===== src/rtl/core/mppr_pkg.sv =====
`timescale 1ns / 1ps
// ----------------------------------------------------------------------------
// mppr_pkg: shared types and codes for the page replacement unit
// Policy codes, register indexes and the controller/datapath command struct.
// ----------------------------------------------------------------------------
package mppr_pkg;

  localparam int unsigned PolicyW = 3;
  localparam int unsigned FramesW = 5;
  localparam int unsigned SlotW   = 4;
  localparam int unsigned CountW  = 32;

  localparam logic [PolicyW-1:0] POL_FIFO  = 3'd0;
  localparam logic [PolicyW-1:0] POL_LRU   = 3'd1;
  localparam logic [PolicyW-1:0] POL_LFU   = 3'd2;
  localparam logic [PolicyW-1:0] POL_MFU   = 3'd3;
  localparam logic [PolicyW-1:0] POL_SCHN  = 3'd4;
  localparam logic [PolicyW-1:0] POL_CLOCK = 3'd5;

  localparam logic REG_POLICY = 1'b0;
  localparam logic REG_FRAMES = 1'b1;

  // controller -> datapath commands
  typedef struct packed {
    logic load;      // capture input page, clear scan state
    logic look;      // compare one slot during lookup
    logic scan;      // one victim scan step
    logic commit;    // apply update and produce result
  } mppr_cmd_t;

  // datapath -> controller status
  typedef struct packed {
    logic look_done;
    logic scan_done;
    logic need_scan;
  } mppr_sts_t;

endpackage


===== src/rtl/core/multi_policy_page_replacement_unit.sv =====
`timescale 1ns / 1ps
// ----------------------------------------------------------------------------
// multi_policy_page_replacement_unit: page replacement with six policies
// Channel | direction | handshake
// ref     | in        | start / busy, page_i
// result  | out       | result_valid_o strobe, one cycle
// config  | in        | cfg_valid_i / cfg_ready_o, cfg_index_i, cfg_data_i
// One reference is looked up over the filled slots, one per cycle, until a hit
// or the last slot; an eviction under lfu, mfu, second chance or clock adds
// a victim scan through the single compare unit.
// Reset clears fill level, hand and fault count; no clearing pass.
// Config is taken only while idle. The receiver cannot stall: each result is
// shown for one cycle.
// ----------------------------------------------------------------------------
module multi_policy_page_replacement_unit
  import mppr_pkg::*;
#(
  parameter int unsigned FRAMES_MAX = 16,
  parameter int unsigned PAGE_BITS  = 32
) (
  input  logic               clk_i,
  input  logic               rst_ni,
  input  logic               start,
  output logic               busy,
  input  logic signed [31:0] page_i,
  output logic               result_valid_o,
  output logic               fault_o,
  output logic [SlotW-1:0]   slot_o,
  output logic               evicted_valid_o,
  output logic signed [31:0] evicted_page_o,
  output logic [CountW-1:0]  fault_total_o,
  input  logic               cfg_valid_i,
  output logic               cfg_ready_o,
  input  logic               cfg_index_i,
  input  logic [31:0]        cfg_data_i
);

  mppr_cmd_t cmd;
  mppr_sts_t sts;
  logic [PolicyW-1:0] policy_q;
  logic [FramesW-1:0] frames_q;

  // configuration registers
  assign cfg_ready_o = !busy;
  always_ff @(posedge clk_i or negedge rst_ni) begin
    if (!rst_ni) begin
      policy_q <= POL_FIFO;
      frames_q <= FramesW'(16);
    end else if (cfg_valid_i && cfg_ready_o) begin
      if (cfg_index_i == REG_POLICY) policy_q <= cfg_data_i[PolicyW-1:0];
      else                           frames_q <= cfg_data_i[FramesW-1:0];
    end
  end

  mppr_ctrl u_ctrl (
    .clk_i, .rst_ni, .start_i(start), .sts_i(sts), .cmd_o(cmd), .busy_o(busy)
  );

  mppr_dp #(.FRAMES_MAX(FRAMES_MAX), .PAGE_BITS(PAGE_BITS)) u_dp (
    .clk_i, .rst_ni, .cmd_i(cmd), .sts_o(sts), .page_i,
    .policy_i(policy_q), .frames_i(frames_q), .valid_o(result_valid_o),
    .fault_o, .slot_o, .evicted_valid_o, .evicted_page_o, .fault_total_o
  );

endmodule


===== src/rtl/core/mppr_ctrl.sv =====
`timescale 1ns / 1ps
// ----------------------------------------------------------------------------
// mppr_ctrl: sequencer for the page replacement unit
// Steps one reference through lookup, victim scan and commit.
// ----------------------------------------------------------------------------
module mppr_ctrl
  import mppr_pkg::*;
(
  input  logic      clk_i,
  input  logic      rst_ni,
  input  logic      start_i,
  input  mppr_sts_t sts_i,
  output mppr_cmd_t cmd_o,
  output logic      busy_o
);

  typedef enum logic [1:0] {S_IDLE, S_LOOK, S_SCAN, S_COMMIT} state_e;

  state_e state_q;

  // state register
  always_ff @(posedge clk_i or negedge rst_ni) begin
    if (!rst_ni) begin
      state_q <= S_IDLE;
    end else begin
      unique case (state_q)
        S_IDLE:   if (start_i) state_q <= S_LOOK;
        S_LOOK:   if (sts_i.look_done) state_q <= sts_i.need_scan ? S_SCAN : S_COMMIT;
        S_SCAN:   if (sts_i.scan_done) state_q <= S_COMMIT;
        S_COMMIT: state_q <= S_IDLE;
        default:  state_q <= S_IDLE;
      endcase
    end
  end

  // command decode
  always_comb begin
    cmd_o        = '0;
    cmd_o.load   = (state_q == S_IDLE) && start_i;
    cmd_o.look   = (state_q == S_LOOK);
    cmd_o.scan   = (state_q == S_SCAN);
    cmd_o.commit = (state_q == S_COMMIT);
  end

  assign busy_o = (state_q != S_IDLE);

endmodule


===== src/rtl/core/mppr_dp.sv =====
`timescale 1ns / 1ps
// ----------------------------------------------------------------------------
// mppr_dp: datapath of the page replacement unit
// Slot store, load order queue, use counts, reference flags and clock hand.
// ----------------------------------------------------------------------------
module mppr_dp
  import mppr_pkg::*;
#(
  parameter int unsigned FRAMES_MAX = 16,
  parameter int unsigned PAGE_BITS  = 32
) (
  input  logic                    clk_i,
  input  logic                    rst_ni,
  input  mppr_cmd_t               cmd_i,
  output mppr_sts_t               sts_o,
  input  logic signed [31:0]      page_i,
  input  logic [PolicyW-1:0]      policy_i,
  input  logic [FramesW-1:0]      frames_i,
  output logic                    valid_o,
  output logic                    fault_o,
  output logic [SlotW-1:0]        slot_o,
  output logic                    evicted_valid_o,
  output logic signed [31:0]      evicted_page_o,
  output logic [CountW-1:0]       fault_total_o
);

  localparam int unsigned IdxW  = (FRAMES_MAX > 1) ? $clog2(FRAMES_MAX) : 1;
  localparam int unsigned FillW = $clog2(FRAMES_MAX + 1);
  localparam int unsigned PgW   = (PAGE_BITS < 32) ? PAGE_BITS : 32;

  logic [PAGE_BITS-1:0] slot_page_q [FRAMES_MAX];
  logic [IdxW-1:0]      order_q     [FRAMES_MAX];
  logic [CountW-1:0]    use_q       [FRAMES_MAX];
  logic [FRAMES_MAX-1:0] ref_q;
  logic [FillW-1:0]     fill_q;
  logic [IdxW-1:0]      hand_q;
  logic [CountW-1:0]    faults_q;

  logic [PAGE_BITS-1:0] pg_q;
  logic [FillW-1:0]     k_q;        // lookup / scan position
  logic                 hit_q;
  logic [IdxW-1:0]      s_q;        // hit slot or victim slot
  logic [IdxW-1:0]      qpos_q;     // queue position to remove
  logic                 full_q;
  logic                 scan_end_q; // victim slot known, qpos search pending
  logic [IdxW-1:0]      best_q;

  // effective frame limit
  logic [FillW-1:0] limit;
  always_comb begin
    if (frames_i == '0) limit = FillW'(1);
    else if ({27'd0, frames_i} > FRAMES_MAX) limit = FillW'(FRAMES_MAX);
    else limit = FillW'(frames_i);
  end

  // input page widened to PAGE_BITS
  logic [PAGE_BITS-1:0] pg_in;
  always_comb begin
    pg_in = '0;
    pg_in[PgW-1:0] = page_i[PgW-1:0];
  end

  logic [IdxW-1:0] k_idx;
  assign k_idx = k_q[IdxW-1:0];
  logic k_last;
  assign k_last = (k_q + FillW'(1) >= fill_q);

  logic is_cnt, is_fifo;
  assign is_cnt  = (policy_i == POL_LFU) || (policy_i == POL_MFU);
  assign is_fifo = !is_cnt && (policy_i != POL_SCHN) && (policy_i != POL_CLOCK);

  logic look_end;
  assign look_end = (fill_q == '0) || (slot_page_q[k_idx] == pg_q) || k_last;

  assign sts_o.look_done = look_end;
  assign sts_o.need_scan = !((fill_q != '0) && (slot_page_q[k_idx] == pg_q))
                           && (fill_q >= limit) && !is_fifo;

  // scan step conditions
  logic [IdxW-1:0] sc_slot;
  assign sc_slot = order_q[k_idx];
  logic [FillW-1:0] fill_m1;
  assign fill_m1 = fill_q - FillW'(1);
  logic [IdxW-1:0] hand_nx;
  assign hand_nx = (FillW'(hand_q) + FillW'(1) >= fill_q) ? '0 : hand_q + IdxW'(1);

  assign sts_o.scan_done = scan_end_q && ((order_q[k_idx] == s_q) || k_last);

  // queue positions that hold slot s within the fill level
  logic [FRAMES_MAX-1:0] sel_pos;
  always_comb begin
    for (int i = 0; i < FRAMES_MAX; i++)
      sel_pos[i] = (order_q[i] == s_q) && (FillW'(i) < fill_q);
  end

  // first queue position holding the hit slot
  function automatic logic [FillW-1:0] k_pos(input logic [FRAMES_MAX-1:0] v);
    logic [FillW-1:0] r;
    r = '0;
    for (int i = FRAMES_MAX - 1; i >= 0; i--) if (v[i]) r = FillW'(i);
    return r;
  endfunction

  // main sequential datapath
  always_ff @(posedge clk_i or negedge rst_ni) begin
    if (!rst_ni) begin
      fill_q     <= '0;
      hand_q     <= '0;
      faults_q   <= '0;
      ref_q      <= '0;
      valid_o    <= 1'b0;
      k_q        <= '0;
      hit_q      <= 1'b0;
      scan_end_q <= 1'b0;
      full_q     <= 1'b0;
    end else begin
      valid_o <= 1'b0;
      if (cmd_i.load) begin
        pg_q       <= pg_in;
        k_q        <= '0;
        hit_q      <= 1'b0;
        scan_end_q <= 1'b0;
        best_q     <= '0;
        qpos_q     <= '0;
        s_q        <= order_q[0];
        if (policy_i == POL_CLOCK && {1'b0, hand_q} >= fill_q) hand_q <= '0;
      end
      // lookup: one slot a cycle
      if (cmd_i.look) begin
        full_q <= (fill_q >= limit);
        if (fill_q != '0 && slot_page_q[k_idx] == pg_q) begin
          hit_q <= 1'b1;
          s_q   <= k_idx;
        end else if (!look_end) begin
          k_q <= k_q + FillW'(1);
        end else begin
          k_q <= is_cnt ? FillW'(1) : '0;
        end
      end
      // victim scan
      if (cmd_i.scan) begin
        if (scan_end_q) begin
          // search queue position of victim
          if (order_q[k_idx] == s_q) qpos_q <= k_idx;
          else k_q <= k_q + FillW'(1);
        end else begin
          priority case (1'b1)
            is_cnt: begin
              if (fill_q <= FillW'(1) || k_q >= fill_q) begin
                s_q <= best_q; k_q <= '0; scan_end_q <= 1'b1;
              end else begin
                if ((policy_i == POL_LFU) ? (use_q[k_idx] < use_q[best_q])
                                          : (use_q[k_idx] > use_q[best_q]))
                  best_q <= k_idx;
                k_q <= k_q + FillW'(1);
              end
            end
            (policy_i == POL_SCHN): begin
              if (k_q >= fill_q) begin
                s_q <= order_q[0]; k_q <= '0; scan_end_q <= 1'b1;
              end else if (ref_q[sc_slot]) begin
                ref_q[sc_slot] <= 1'b0;
                k_q <= k_q + FillW'(1);
              end else begin
                s_q <= sc_slot; scan_end_q <= 1'b1;
              end
            end
            default: begin // clock
              if (ref_q[hand_q]) begin
                ref_q[hand_q] <= 1'b0;
                hand_q <= hand_nx;
              end else begin
                s_q <= hand_q; k_q <= '0; scan_end_q <= 1'b1;
              end
            end
          endcase
        end
      end
      // commit
      if (cmd_i.commit) begin
        valid_o <= 1'b1;
        evicted_valid_o <= 1'b0;
        evicted_page_o  <= '0;
        if (hit_q) begin
          fault_o <= 1'b0;
          slot_o  <= SlotW'(s_q);
          if (use_q[s_q] != '1) use_q[s_q] <= use_q[s_q] + CountW'(1);
          ref_q[s_q] <= 1'b1;
          hand_q <= s_q;
          if (policy_i == POL_LRU) begin
            for (int i = 0; i < FRAMES_MAX; i++) begin
              if (FillW'(i) >= k_pos(sel_pos) && FillW'(i) + FillW'(1) < fill_q)
                order_q[i] <= order_q[(i + 1) % FRAMES_MAX];
            end
            order_q[fill_m1[IdxW-1:0]] <= s_q;
          end
        end else begin
          fault_o <= 1'b1;
          if (faults_q != '1) faults_q <= faults_q + CountW'(1);
          if (!full_q) begin
            slot_o <= SlotW'(fill_q);
            slot_page_q[fill_q[IdxW-1:0]] <= pg_q;
            use_q[fill_q[IdxW-1:0]] <= CountW'(1);
            ref_q[fill_q[IdxW-1:0]] <= 1'b0;
            order_q[fill_q[IdxW-1:0]] <= fill_q[IdxW-1:0];
            hand_q <= fill_q[IdxW-1:0];
            fill_q <= fill_q + FillW'(1);
          end else begin
            slot_o <= SlotW'(s_q);
            evicted_valid_o <= 1'b1;
            evicted_page_o  <= 32'(slot_page_q[s_q]);
            slot_page_q[s_q] <= pg_q;
            use_q[s_q] <= CountW'(1);
            ref_q[s_q] <= 1'b0;
            if (policy_i == POL_CLOCK) hand_q <= s_q;
            for (int i = 0; i < FRAMES_MAX; i++) begin
              if (FillW'(i) >= FillW'(qpos_q) && FillW'(i) + FillW'(1) < fill_q)
                order_q[i] <= order_q[(i + 1) % FRAMES_MAX];
            end
            order_q[fill_m1[IdxW-1:0]] <= s_q;
          end
        end
      end
    end
  end

  // count already includes the fault of the beat on show
  assign fault_total_o = faults_q;

endmodule


===== config.mk =====
export PLATFORM = sky130hd
export DESIGN_NAME = multi_policy_page_replacement_unit
export DESIGN_NICKNAME = d
export VERILOG_FILES = /design/src/rtl/core/mppr_pkg.sv /design/src/rtl/core/multi_policy_page_replacement_unit.sv /design/src/rtl/core/mppr_ctrl.sv /design/src/rtl/core/mppr_dp.sv
export SDC_FILE = /design/constraint.sdc
export NUM_CORES = 2
export LEC_CHECK = 0
export BUFFER_PORTS_ARGS = -buffer_cell sky130_fd_sc_hd__buf_2
export CELL_PAD_IN_SITES_DETAIL_PLACEMENT = 1
export CELL_PAD_IN_SITES_GLOBAL_PLACEMENT = 2
export CORE_ASPECT_RATIO = 1.1
export CORE_UTILIZATION = 45
export CTS_CLUSTER_SIZE = 30
export DETAILED_ROUTE_END_ITERATION = 7
export PLACE_DENSITY_LB_ADDON = 0.2
export SYNTH_ARGS = -nofsm -noshare
export SYNTH_HDL_FRONTEND = slang
export SYNTH_SLANG_ARGS = --single-unit

===== constraint.sdc =====
create_clock -name clk_i -period 6.74 [get_ports clk_i]
set_input_delay 0.674 -clock clk_i [delete_from_list [all_inputs] [get_ports clk_i]]
set_output_delay 0.674 -clock clk_i [all_outputs]
set_load 0.01 [all_outputs]

==> metrics.txt <==
status=finished, violations left; violated checks=DRC; routability cong.=0.8630; Critical-path top delay cell=dfxtp_4; Syn Inst Count=4,137; CTS max path bufs=3; Port Buffer Count=114; register bit total from synthesis=1,254; delay-heaviest family, CP=simple AND/OR/NAND/NOR gates; Vias/cell=6.690; initial antenna violation count=8; top_reg_cell synth=edfxtp_1; Routed WL per cell=between 30 and 40 um; EDFF count, synth=1,170; clock sinks=1,254; switching share of power=a little over a third; WP data required=~7.2 ns; root buffer cell=clkbuf_16; HP Class=in -> reg; post-detailed-route count of antenna-violating nets=0; Tot Pwr=31.27 mW; post-CTS sizing=0; Clk pwr share=25.5%; Crit Path Class=reg -> reg; Congestion Overflow GR=0; worst slew pin tran=about 1.4 ns; fin. max-slew vios=0; FFs w/ async S/R, synth=6.061%; final hold viol count=0; Clock Latency Late Sink=0.82 ns; Switch Pwr=11.32 mW; drt first-iter violations=4,638; Initial Util=45.32%; Static Leak=24.62 nW; Comb pwr share=39.0%; Post-DP HPWL=138,100 um; total CTS buffers=142; Slew HR=roughly a tenth; CP startpoint kind=flip-flop; # hold bufs at CTS=21; Reg power frac=between 30% and 40%; Final WS setup=between 1 and 1.5 ns; Filler cells=approximately 14,000; synthesized area per cell=16.19 sq um; nets=4,436; crit-path max FO=roughly 50; Finished Layout Cells=6,355; # rows=148; post-CTS setup buffers=0; fmax=177.1 MHz; number of remaining DRC errors=9; die width=369.8 um; Die Ht=~410 um; DP Worst Slack=1.063 ns; PwrDens=415.2 mW/mm^2; via count=42,520; crit-path most repeated cell=buf_4; unrepaired setup endpoints after global routing=no; sequential share of the synthesized area=55.55%; Setup TNS=0 ns; share of layout cells above drive strength 1=approximately 30%; Tot GR Track Use=29.09%; final worst path period need=5.646 ns; CTS tree=yes; final wirelength=approximately 220,000 um; core footprint=0.1478 sq mm; Pint=~20 mW; Area Growth Syn to Fin=12.45%; first-pass GRT wire length=314,200 um; clock-pin slew on the worst setup and hold paths=roughly 0.06 ns; Pre-Repair DR Iteration Count=8; Synth Cell Area=0.06696 sq mm; number of global-route vias before repair=approximately 44,000; CP Capture Type=flip-flop; crit path DAT=6.12 ns; I/O Pins=142; Synthesized Nets=4,281; multi-input logic area=0.02839 sq mm; peak supply drop=roughly 0.27 mV; setup violators final=0; largest net degree at the start of global routing=112; Cell variety after synth=88; CP Buf/Inv Count=3; placed cell count=between 6,000 and 7,000; CP peak stage delay=0.96 ns; Fin Clk Skew=0.03311 ns; post-route clock period utilization=83.77%; yosys warns=0; register area=0.03724 sq mm; Die Area=between 0.15 and 0.2 sq mm; hold_ws=0.05525 ns; H-tree depth=4; worst path cell trace=buf_4 -> mux4_2 -> mux4_2 -> and3_1 -> and2_1 -> nand2_1 -> or4_1 -> nor3_1 -> buf_4 -> nor3b_1 -> nand2_1 -> nor2_4 -> buf_4; maximum capacitance violations=0
[area by class of cell]
cell class | instances | share of cell area, %
Clock buffer | 175 | 5.076
Antenna cell | 1 | 0.003323
Clock inverter | 81 | 1.205
Timing Repair Buffer | 289 | 2.891
Tap cell | 1950 | 3.240
Multi-Input combinational cell | 2518 | 37.70
Sequential cell | 1254 | 49.45
Inverter | 87 | 0.4387
[per-layer routing]
metal	vias to the layer above	GRT usage (%)	wire, um
met5	-	0	49
met3	363	5.003	15440
met2	1807	47.30	106100
li1	17420	-	-
met1	22920	39.92	88820
met4	8	9.345	6284
[flip-flops by register name, summed over array words and instances (netlist names), 2 cells and up, named ones only]
register             count
u_dp.slot_page_q       512
u_dp.use_q             512
u_dp.order_q            64
u_dp.evicted_page_o     32
u_dp.fault_total_o      32
u_dp.pg_q               32
u_dp.ref_q              16
frames_q                 5
u_dp.fill_q              5
u_dp.k_q                 5
u_dp.best_q              4
u_dp.hand_q              4
u_dp.qpos_q              4
u_dp.s_q                 4
u_dp.slot_o              4
policy_q                 3
u_ctrl.state_q           2
[metrics by stage]
| step | util, % | instance area (sq um) |
|---|---|---|
| after floorplan | - | 66960 |
| after global placement | 47.61 | 70360 |
| after detailed placement | 47.61 | 70360 |
| after CTS | 50.96 | 75300 |
| after global routing | 50.96 | 75300 |
| final | 50.96 | 75300 |
[cell usage after synthesis (14+ instances only)]
cell type	n	area [sq um]
nand2_1	275	1032
o21ai_0	112	560.5
nor3_1	48	240.2
inv_1	83	311.6
nor4_1	14	87.58
nor2_1	204	765.7
nand4_1	33	206.5
xnor2_1	92	805.8
xor2_1	55	481.7
a21oi_1	118	590.6
mux4_2	718	16170
a32oi_1	14	122.6
ha_1	75	938.4
nand2b_1	24	150.1
and2_1	54	337.8
buf_6	21	236.5
nand3_1	65	325.3
buf_4	23	172.7
mux2_2	35	394.1
buf_1	48	180.2
and3_1	22	137.6
edfxtp_1	1170	35130
a22oi_1	29	217.7
clkbuf_1	147	551.8
nor2b_1	33	206.5
o22ai_1	42	262.8
a31oi_1	27	168.9
a21o_1	28	210.2
dfrtp_1	75	1877
buf_2	39	195.2
mux2i_1	169	1692
[layout by cell type, fill, tap and decap left out, types with 92 or more instances in the layout]
cell type / count
o21ai_0: 112
xnor2_1: 92
nor2_1: 171
buf_4: 136
clkbuf_16: 146
buf_2: 113
edfxtp_1: 1170
mux4_2: 718
a21oi_1: 118
nand2_1: 275
mux2i_1: 166
[cell families after synthesis]
kind of cell / Yosys count / share of synthesized area [%]
AOI/OAI and AO/OA: 542 / 5.394
xor gates and xnor gates: 147 / 1.923
adders and majority gates: 75 / 1.401
buffers and inverters: 365 / 2.483
DFF: 1254 / 55.55
muxes: 924 / 27.30
and+or+nand+nor: 830 / 5.955
[path summary, 6_finish.rpt]
path	cells past startpoint	slack (ns)	to	start
setup reg to reg	13	1.09	u_dp.use_q[12][17]$_DFFE_PP_	flip-flop
hold / removal	1	0.06	u_dp.pg_q[24]$_DFFE_PP_	page_i[24]
hold reg to reg	1	0.49	u_dp.fault_total_o[16]$_DFFE_PN0P_	u_dp.fault_total_o[16]$_DFFE_PN0P_
max in group asynchronous	4	4.83	u_dp.k_q[2]$_DFF_PN0_	rst_ni
min in group asynchronous	2	0.37	u_dp.fault_total_o[9]$_DFFE_PN0P_	rst_ni
setup / recovery	13	1.09	u_dp.use_q[12][17]$_DFFE_PP_	flip-flop
[power groups by stage]
stage               clock [mW]  sequential, mW  combinational (mW)
finish                    7.97            11.1                12.2
global route              8.31            11.2                13.1
CTS                       8.09            11.1                12.2
detailed placement           0            11.3                12.2
global placement             0            11.2                12.0
floorplan                    0            10.7                8.57
(Power assumes the default switching activity.)
